**config.mk**
```make
export PLATFORM = sky130hd
export DESIGN_NAME = hash_table_linear_probe_unit_flat
export DESIGN_NICKNAME = d
export VERILOG_FILES = /design/src/hw/rtl/htlp_pkg.sv /design/src/hw/rtl/htlp_if.sv /design/src/hw/rtl/hash_table_linear_probe_unit.sv /design/src/hw/rtl/htlp_dp.sv /design/src/hw/rtl/htlp_ctrl.sv /design/src/flat_wrapper.sv
export SDC_FILE = /design/constraint.sdc
export NUM_CORES = 1
export LEC_CHECK = 0
export BUFFER_PORTS_ARGS = -buffer_cell sky130_fd_sc_hd__buf_4
export CAP_MARGIN = 5
export CORE_MARGIN = 2
export CORE_UTILIZATION = 30
export CTS_BUF_LIST = sky130_fd_sc_hd__clkbuf_8
export DETAILED_ROUTE_END_ITERATION = 12
export GPL_TIMING_DRIVEN = 0
export PLACE_DENSITY_LB_ADDON = 0.08
export SKIP_CTS_REPAIR_TIMING = 1
export SYNTH_ARGS = -nofsm -noshare
export SYNTH_HDL_FRONTEND = slang
export SYNTH_HIERARCHICAL = 1
export SYNTH_SLANG_ARGS = --single-unit
```
**constraint.sdc**
```tcl
create_clock -name clk -period 3.55 [get_ports clk]
set_input_delay 0.1775 -clock clk [delete_from_list [all_inputs] [get_ports clk]]
set_output_delay 0.1775 -clock clk [all_outputs]
set_load 0.02 [all_outputs]
```
**src/hw/rtl/htlp_pkg.sv**
```systemverilog
// Shared types and constants for the linear-probe hash table.
// No dependencies; every other file but the assertion macro header imports this package.
package htlp_pkg;

  // Table geometry
  localparam int TABLE_SIZE = 16;
  localparam int SLOT_W     = (TABLE_SIZE > 1) ? $clog2(TABLE_SIZE) : 1;
  localparam int REM_W      = SLOT_W + 1;
  localparam bit HOME_POW2  = ((TABLE_SIZE & (TABLE_SIZE - 1)) == 0);

  // Item fields
  localparam int KEY_W      = 16;
  localparam int WORD_W     = KEY_W + 1;
  localparam int STATUS_W   = 2;
  localparam int OUT_SLOT_W = 4;

  // Serial remainder: one hex digit of the key per cycle
  localparam int DIGIT_W = 4;
  localparam int DIG_N   = KEY_W / DIGIT_W;
  localparam int DIG_W   = (DIG_N > 1) ? $clog2(DIG_N) : 1;

  localparam logic [REM_W-1:0]  SIZE_R    = REM_W'(TABLE_SIZE);
  localparam logic [SLOT_W-1:0] SLOT_LAST = SLOT_W'(TABLE_SIZE - 1);
  localparam logic [DIG_W-1:0]  DIG_LAST  = DIG_W'(DIG_N - 1);

  // Operation and result codes
  localparam logic MODE_INSERT = 1'b0;
  localparam logic MODE_SEARCH = 1'b1;

  localparam logic [STATUS_W-1:0] ST_OK   = 2'd0;
  localparam logic [STATUS_W-1:0] ST_MISS = 2'd1;
  localparam logic [STATUS_W-1:0] ST_FULL = 2'd2;

  // Controller states
  typedef enum logic [3:0] {
    S_CLEAR = 4'b0001,
    S_IDLE  = 4'b0010,
    S_HOME  = 4'b0100,
    S_PROBE = 4'b1000
  } state_t;

  // Commands from controller to datapath
  typedef struct packed {
    logic clear;
    logic accept;
    logic rem_step;
    logic advance;
    logic finish;
  } ctrl_cmd_t;

  // Status from datapath to controller
  typedef struct packed {
    logic clear_last;
    logic rem_last;
    logic probe_end;
  } dp_stat_t;

endpackage

```
**src/hw/rtl/htlp_if.sv**
```systemverilog
// Valid/ready channel interfaces for the hash table's item and result streams.
// Depends on htlp_pkg for field widths.
interface htlp_in_if import htlp_pkg::*; ();
  logic             valid;
  logic             ready;
  logic             mode;
  logic [KEY_W-1:0] key;

  modport source (output valid, output mode, output key, input ready);
  modport sink (input valid, input mode, input key, output ready);
endinterface

interface htlp_out_if import htlp_pkg::*; ();
  logic                  valid;
  logic                  ready;
  logic [STATUS_W-1:0]   status;
  logic [OUT_SLOT_W-1:0] slot_index;

  modport source (output valid, output status, output slot_index, input ready);
  modport sink (input valid, input status, input slot_index, output ready);
endinterface

```
**src/hw/rtl/hash_table_linear_probe_unit.sv**
```systemverilog
// Top level of the linear-probe hash table: controller plus datapath.
// Depends on htlp_pkg, htlp_if, htlp_ctrl and htlp_dp.
//
//   channel  | direction | payload                 | handshake
//   in_ch    | sink      | mode[0], key[15:0]      | valid / ready
//   out_ch   | source    | status[1:0], slot[3:0]  | valid / ready
//
// After reset the slot memory is swept clear slot by slot; in_ch.ready is low then.
// An item is accepted, then probes slot by slot from its home slot (1 to TABLE_SIZE probes),
// one probe per cycle. Tables whose size is not a power of two first work out the home
// slot as a serial remainder of the key, one hex digit at a time.
// One item is worked at a time; a new item may be taken while the last result waits.
// A finished result stalls its item until the output register is free.
module hash_table_linear_probe_unit import htlp_pkg::*; (
  input  logic       clk,
  input  logic       rst_n,
  htlp_in_if.sink    in_ch,
  htlp_out_if.source out_ch
);

  ctrl_cmd_t cmd;
  dp_stat_t  stat;

  htlp_ctrl u_ctrl (
    .clk       (clk),
    .rst_n     (rst_n),
    .in_valid  (in_ch.valid),
    .in_ready  (in_ch.ready),
    .out_valid (out_ch.valid),
    .out_ready (out_ch.ready),
    .stat      (stat),
    .cmd       (cmd)
  );

  htlp_dp u_dp (
    .clk        (clk),
    .rst_n      (rst_n),
    .cmd        (cmd),
    .stat       (stat),
    .in_mode    (in_ch.mode),
    .in_key     (in_ch.key),
    .res_status (out_ch.status),
    .res_slot   (out_ch.slot_index)
  );

endmodule

```
**src/hw/rtl/htlp_dp.sv**
```systemverilog
// Datapath: slot memory, serial home-slot remainder, probe pointer and result register.
// Depends on htlp_pkg; driven by commands from htlp_ctrl.
module htlp_dp import htlp_pkg::*; (
  input  logic                  clk,
  input  logic                  rst_n,
  input  ctrl_cmd_t             cmd,
  output dp_stat_t              stat,
  input  logic                  in_mode,
  input  logic [KEY_W-1:0]      in_key,
  output logic [STATUS_W-1:0]   res_status,
  output logic [OUT_SLOT_W-1:0] res_slot
);

  // Slot memory: {valid, key} per slot
  logic [WORD_W-1:0]     mem [TABLE_SIZE];
  logic [WORD_W-1:0]     rd_data_r;
  logic [SLOT_W-1:0]     rd_addr;
  logic                  wr_en;
  logic [SLOT_W-1:0]     wr_addr;
  logic [WORD_W-1:0]     wr_data;

  logic [SLOT_W-1:0]     clr_addr_r;
  logic [KEY_W-1:0]      key_r;
  logic                  mode_r;
  logic [KEY_W-1:0]      keysh_r;
  logic [SLOT_W-1:0]     rem_r;
  logic [SLOT_W-1:0]     rem_nxt;
  logic [DIG_W-1:0]      dig_r;
  logic [SLOT_W-1:0]     pos_r;
  logic [SLOT_W-1:0]     home_r;
  logic [SLOT_W-1:0]     cnt_r;
  logic [SLOT_W-1:0]     pos_inc;
  logic [SLOT_W-1:0]     home_pow;
  logic [STATUS_W-1:0]   res_status_r;
  logic [OUT_SLOT_W-1:0] res_slot_r;

  logic                  slot_valid;
  logic                  slot_match;
  logic                  probe_last;
  logic                  probe_end;
  logic [STATUS_W-1:0]   res_code;
  logic [SLOT_W-1:0]     res_pos;

  // Home slot for a power-of-two table is the low key bits
  assign home_pow = in_key[SLOT_W-1:0];
  assign pos_inc  = (pos_r == SLOT_LAST) ? '0 : pos_r + 1'b1;

  // Remainder step: fold one key digit into the running remainder
  always_comb begin
    logic [REM_W-1:0]   t;
    logic [DIGIT_W-1:0] digit;
    logic [SLOT_W-1:0]  r;
    digit = keysh_r[KEY_W-1 -: DIGIT_W];
    r     = rem_r;
    for (int i = 0; i < DIGIT_W; i++) begin
      t = {r, digit[DIGIT_W-1-i]};
      if (t >= SIZE_R) begin
        t = t - SIZE_R;
      end
      r = t[SLOT_W-1:0];
    end
    rem_nxt = r;
  end

  // Probe decision on the slot just read
  assign slot_valid = rd_data_r[WORD_W-1];
  assign slot_match = (rd_data_r[KEY_W-1:0] == key_r);
  assign probe_last = (cnt_r == SLOT_LAST);

  always_comb begin
    if (mode_r == MODE_INSERT) begin
      probe_end = !slot_valid || probe_last;
      res_code  = slot_valid ? ST_FULL : ST_OK;
      res_pos   = slot_valid ? home_r : pos_r;
    end else begin
      probe_end = !slot_valid || slot_match || probe_last;
      res_code  = (slot_valid && slot_match) ? ST_OK : ST_MISS;
      res_pos   = (!slot_valid || slot_match) ? pos_r : home_r;
    end
  end

  assign stat.probe_end  = probe_end;
  assign stat.clear_last = (clr_addr_r == SLOT_LAST);
  assign stat.rem_last   = (dig_r == DIG_LAST);

  // Read address follows the next probe position
  always_comb begin
    if (cmd.accept) begin
      rd_addr = home_pow;
    end else if (cmd.rem_step) begin
      rd_addr = rem_nxt;
    end else if (cmd.advance) begin
      rd_addr = pos_inc;
    end else begin
      rd_addr = pos_r;
    end
  end

  // Write: clearing sweep, or store the key on a successful insert
  assign wr_en   = cmd.clear || (cmd.finish && (mode_r == MODE_INSERT) && !slot_valid);
  assign wr_addr = cmd.clear ? clr_addr_r : pos_r;
  assign wr_data = cmd.clear ? '0 : {1'b1, key_r};

  always_ff @(posedge clk) begin
    if (wr_en) begin
      mem[wr_addr] <= wr_data;
    end
    rd_data_r <= mem[rd_addr];
  end

  // Clearing sweep pointer
  always_ff @(posedge clk) begin
    if (!rst_n) begin
      clr_addr_r <= '0;
    end else if (cmd.clear) begin
      clr_addr_r <= stat.clear_last ? '0 : clr_addr_r + 1'b1;
    end
  end

  // Item registers, remainder and probe pointer
  always_ff @(posedge clk) begin
    if (cmd.accept) begin
      key_r   <= in_key;
      mode_r  <= in_mode;
      keysh_r <= in_key;
      rem_r   <= '0;
      dig_r   <= '0;
      pos_r   <= home_pow;
      home_r  <= home_pow;
      cnt_r   <= '0;
    end else if (cmd.rem_step) begin
      keysh_r <= keysh_r << DIGIT_W;
      rem_r   <= rem_nxt;
      dig_r   <= dig_r + 1'b1;
      if (stat.rem_last) begin
        pos_r  <= rem_nxt;
        home_r <= rem_nxt;
        cnt_r  <= '0;
      end
    end else if (cmd.advance) begin
      pos_r <= pos_inc;
      cnt_r <= cnt_r + 1'b1;
    end
  end

  // Result register
  always_ff @(posedge clk) begin
    if (cmd.finish) begin
      res_status_r <= res_code;
      res_slot_r   <= OUT_SLOT_W'(res_pos);
    end
  end

  assign res_status = res_status_r;
  assign res_slot   = res_slot_r;

endmodule

```
**src/hw/rtl/htlp_ctrl.sv**
```systemverilog
// Controller: clearing sweep, item accept, remainder and probe sequencing, output valid.
// Depends on htlp_pkg; commands htlp_dp.
module htlp_ctrl import htlp_pkg::*; (
  input  logic      clk,
  input  logic      rst_n,
  input  logic      in_valid,
  output logic      in_ready,
  output logic      out_valid,
  input  logic      out_ready,
  input  dp_stat_t  stat,
  output ctrl_cmd_t cmd
);

  state_t state_r;
  state_t state_nxt;
  logic   out_valid_r;
  logic   out_valid_nxt;

  // Next state and commands
  always_comb begin
    state_nxt = state_r;
    cmd       = '0;
    in_ready  = 1'b0;
    unique case (state_r)
      S_CLEAR: begin
        cmd.clear = 1'b1;
        if (stat.clear_last) begin
          state_nxt = S_IDLE;
        end
      end
      S_IDLE: begin
        in_ready = 1'b1;
        if (in_valid) begin
          cmd.accept = 1'b1;
          state_nxt  = HOME_POW2 ? S_PROBE : S_HOME;
        end
      end
      S_HOME: begin
        cmd.rem_step = 1'b1;
        if (stat.rem_last) begin
          state_nxt = S_PROBE;
        end
      end
      S_PROBE: begin
        if (!stat.probe_end) begin
          cmd.advance = 1'b1;
        end else if (!out_valid_r || out_ready) begin
          cmd.finish = 1'b1;
          state_nxt  = S_IDLE;
        end
      end
      default: begin
        state_nxt = S_CLEAR;
      end
    endcase
  end

  // Output valid: set on finish, drop when taken
  always_comb begin
    if (cmd.finish) begin
      out_valid_nxt = 1'b1;
    end else if (out_ready) begin
      out_valid_nxt = 1'b0;
    end else begin
      out_valid_nxt = out_valid_r;
    end
  end

  always_ff @(posedge clk) begin
    if (!rst_n) begin
      state_r     <= S_CLEAR;
      out_valid_r <= 1'b0;
    end else begin
      state_r     <= state_nxt;
      out_valid_r <= out_valid_nxt;
    end
  end

  assign out_valid = out_valid_r;

endmodule

```
**src/flat_wrapper.sv**
```systemverilog
// flat-port wrapper written by rule: the top's interface ports become plain ports
module hash_table_linear_probe_unit_flat import htlp_pkg::*;
  (clk, rst_n, in_ch_valid, in_ch_mode, in_ch_key, in_ch_ready, out_ch_valid, out_ch_status, out_ch_slot_index, out_ch_ready);
  htlp_in_if in_ch_i ();
  htlp_out_if out_ch_i ();
  input  logic clk;
  input  logic rst_n;
  input wire logic [$bits(in_ch_i.valid)-1:0] in_ch_valid;
  input wire logic [$bits(in_ch_i.mode)-1:0] in_ch_mode;
  input wire logic [$bits(in_ch_i.key)-1:0] in_ch_key;
  output wire logic [$bits(in_ch_i.ready)-1:0] in_ch_ready;
  output wire logic [$bits(out_ch_i.valid)-1:0] out_ch_valid;
  output wire logic [$bits(out_ch_i.status)-1:0] out_ch_status;
  output wire logic [$bits(out_ch_i.slot_index)-1:0] out_ch_slot_index;
  input wire logic [$bits(out_ch_i.ready)-1:0] out_ch_ready;
  assign in_ch_i.valid = in_ch_valid;
  assign in_ch_i.mode = in_ch_mode;
  assign in_ch_i.key = in_ch_key;
  assign in_ch_ready = in_ch_i.ready;
  assign out_ch_valid = out_ch_i.valid;
  assign out_ch_status = out_ch_i.status;
  assign out_ch_slot_index = out_ch_i.slot_index;
  assign out_ch_i.ready = out_ch_ready;
  hash_table_linear_probe_unit u_core (.clk(clk), .rst_n(rst_n), .in_ch(in_ch_i), .out_ch(out_ch_i));
endmodule
```
==> results.yml <==
yosys:
  yosys-top-cells-area: "edfxtp_1, mux2i_1, dfxtp_1"
  synth-main-ff-cell: "edfxtp_1"
  synth_fp_nets: 921
  synth-seq-area-share_pct: 71.7
  synth_seq_cells: 350
  yosys.area.top_type: "edfxtp_1"
  synth_top_area_share_pct: 67.4
  synth_cell_types: 52
  synth_area_um2: 14200
  syn_inst: 896
  yosys_warnings: 6
  synth_edf_count: 319
  ys_async_sr_fraction_pct: 0
  avgSynthCellArea_um2: 15.9
final_layout:
  fin_nets: 1075
  final_core_utilization_pct: 37.5
  seqCellArea_um2: 10200
  layout_common_cells: "edfxtp_1, nand2_1, clkbuf_8, mux2i_1, o211ai_1"
  multi_input_area_um2: 4000
  syn_to_final_growth_pct: 23.0
  final_common_cell: "edfxtp_1"
  n_fill_cell: 4497
  layout-drive-gt1-share_pct: 26.4
  antenna_cells: 0
pwr:
  p_leak_nw: 6.28
  power.density_nw_per_um2: 598
  switchingPower_mw: 2.91
  p_clk_share_pct: 33.2
  ir_worst_vdd_v: 0.000238
  p_comb_share_pct: 18.0
  p_int_mw: 7.55
  power_frac_seq_pct: 48.8
  switching_share_pct: 27.8
place:
  place_hpwl_um: 25800
  gp_congestion: 0.740
  port_buffers: 28
  detailedPlace.worstSlack_ns: -1.51
global_route:
  antenna_found_initial: 0
  track_usage_pct: 15.2
  grt_first_pass_wirelength_um: 54600
  grt_max_degree: 20
  overflow: 0
  grt_pass1_vias: 8285
routing:
  dr_wl_met2_um: 17300
  dr.pass1.iters: 5
  drt.antenna.violating_nets: 0
  drcViolationCount: 0
  wl_met3_um: 1440
  wl_per_cell_um: 21.9
  drtIter0Drc: 459
  drt-met1-wl_um: 17500
  routed.top_layer: "met4"
  vias: 8117
  routed_wirelength_um: 37300
  via_per_inst: 4.78
timing:
  skew_ns: 0.0260
  tightest_slew_ns: 1.21
  max_slew_margin_pct: 19.4
  hold_viol: 0
  worst_slack_ns: -0.124
  finalSetupViolCount: 12
  fmax_mhz: 272
  rsz0062_at_grt: "yes"
  post-route-period-util_pct: 103
  drv_slew: 0
  period_minus_slack_ns: 3.67
die:
  die_h_um: 222
  die_area_um2: 49100
  die_w_um: 222
  coreArea_um2: 46700
  rows: 79
  initial_core_util_pct: 30.5
  pin_count: 29
outcome:
  violations: "setup timing"
  status: "complete, but fails checks"
clock_network:
  cts_made_buffers: 67
  cts_max_path_buffers: 3
  clk_pin_slew_ns: 0.05
  clock_tree.root_cell: "clkbuf_8"
  clock_latency_ns: 0.60
  tritoncts: "yes"
  numClockSinks: 350
  htree_levels: 3
setup_path:
  slowest_stage: "edfxtp_1"
  critPathMaxStageDelay_ns: 0.43
  crit_arrival_ns: 4.13
  cp-start-kind: "register"
  required_ns: 4.00
  worstPathMaxFanout: 6
  path_cells: "xnor2_2 > nand4_1 > nor4_4 > buf_4 > a21boi_4 > nand2_2 > nor3b_1 > buf_4 > mux2_4 > mux2_4 > buf_12 > buf_12 > mux2_1 > o211ai_1 > nand4_1"
  crit_path_end_kind: "register"
  crit_type: "reg2reg"
job:
  maxCapViolations: 0
hold_path:
  hold_path_class: "in2reg"
final cells by class:
class	instances	area share, %
flip-flops and latches	350	58.4
clock inverters	40	0.981
multi-input cells	488	22.9
plain buffers	46	1.91
repair buffers	89	5.76
clock buffers	71	5.59
inverters	8	0.193
well taps	607	4.35
cells in the mapped netlist, types with 5 or more instances:
library cell,n
buf_1,10
buf_6,8
edfxtp_1,319
nand4_1,23
nand2_1,86
dfxtp_1,31
nor2_1,31
mux2_2,41
clkbuf_1,14
mux2_1,46
a21oi_1,10
nor2b_1,21
o21ai_0,9
o211ai_1,69
inv_1,8
buf_2,5
xnor2_1,19
mux2i_1,74
and2_1,6
buf_4,11
metal layers:
metal / GRT usage [%] / up-vias
li1: - / 3759
met3: 3.41 / 67
met1: 20.8 / 4151
met5: 0 / -
met4: 5.01 / 0
met2: 23.8 / 140
critical path: cells and delay by family, from the launching register on:
| family | cells | cell delay, ns |
|---|---|---|
| compound gates | 2 | 0.46 |
| mux | 3 | 0.91 |
| simple gates | 5 | 0.82 |
| buf+inv | 4 | 0.65 |
| flops | 1 | 0.43 |
| xor+xnor | 1 | 0.23 |
registers in the layout, indices dropped and copies added, names as in the netlist:
signal and count:
u_core/u_dp/res_status 2, u_core/u_dp/clr_addr_r 4, u_core/u_dp/res_slot 4, u_core/u_dp/keysh_r 16, u_core/u_dp/mem 272, u_core/u_dp/dig_r 2
u_core/u_ctrl/out_valid 1, u_core/u_dp/key_r 16, u_core/u_dp/pos_r 4, u_core/u_ctrl/state_r 3, u_core/u_dp/cnt_r 4, u_core/u_dp/mode_r 1
u_core/u_dp/rd_data_r 17, u_core/u_dp/home_r 4
final timing paths:
check,start,end,slack (ns),cells after the start
setup / recovery,u_core/u_dp/key_r[1],u_core/u_dp/rd_data_r[10],-0.12,15
hold / removal,in_ch_mode,u_core/u_dp/mode_r,0.31,2
setup reg to reg,u_core/u_dp/key_r[1],u_core/u_dp/rd_data_r[10],-0.12,15
hold reg to reg,u_core/u_dp/dig_r[1],u_core/u_dp/dig_r[1],0.50,2
power by group through the flow:
stage	Combinational, mW	Clock [mW]	Sequential (mW)
floorplan	1.02	0	5.13
global route	2.04	3.82	5.14
detailed placement	1.70	0	5.18
global placement	1.58	0	5.19
CTS	1.71	3.63	5.10
finish	1.88	3.47	5.10
cells by family after synthesis:
logic type,Yosys count,share of synthesized area (%)
multiplexers,162,12.2
AO/OA/AOI/OAI,109,5.58
buffers and inverters,58,2.31
XOR/XNOR,21,1.29
AND/OR/NAND/NOR,191,6.49
adder cells (fa/ha/maj),4,0.352
other,1,0.0264
flip-flops,350,71.7
per-stage QoR:
step	area [um^2]	hold WS (ns)	std cells	setup TNS, ns	power [mW]
floorplan	14200	0.269	896	0	6.15
global placement	15200	0.359	1531	-558.97	6.77
detailed placement	15600	0.361	1548	-294.21	6.87
CTS	16700	-0.308	1659	-297.58	10.4
global route	17500	0.270	1699	-2.64	11.0
finish	17500	0.306	1699	-0.827	10.5
No activity file was read; power rests on OpenSTA's default activity.
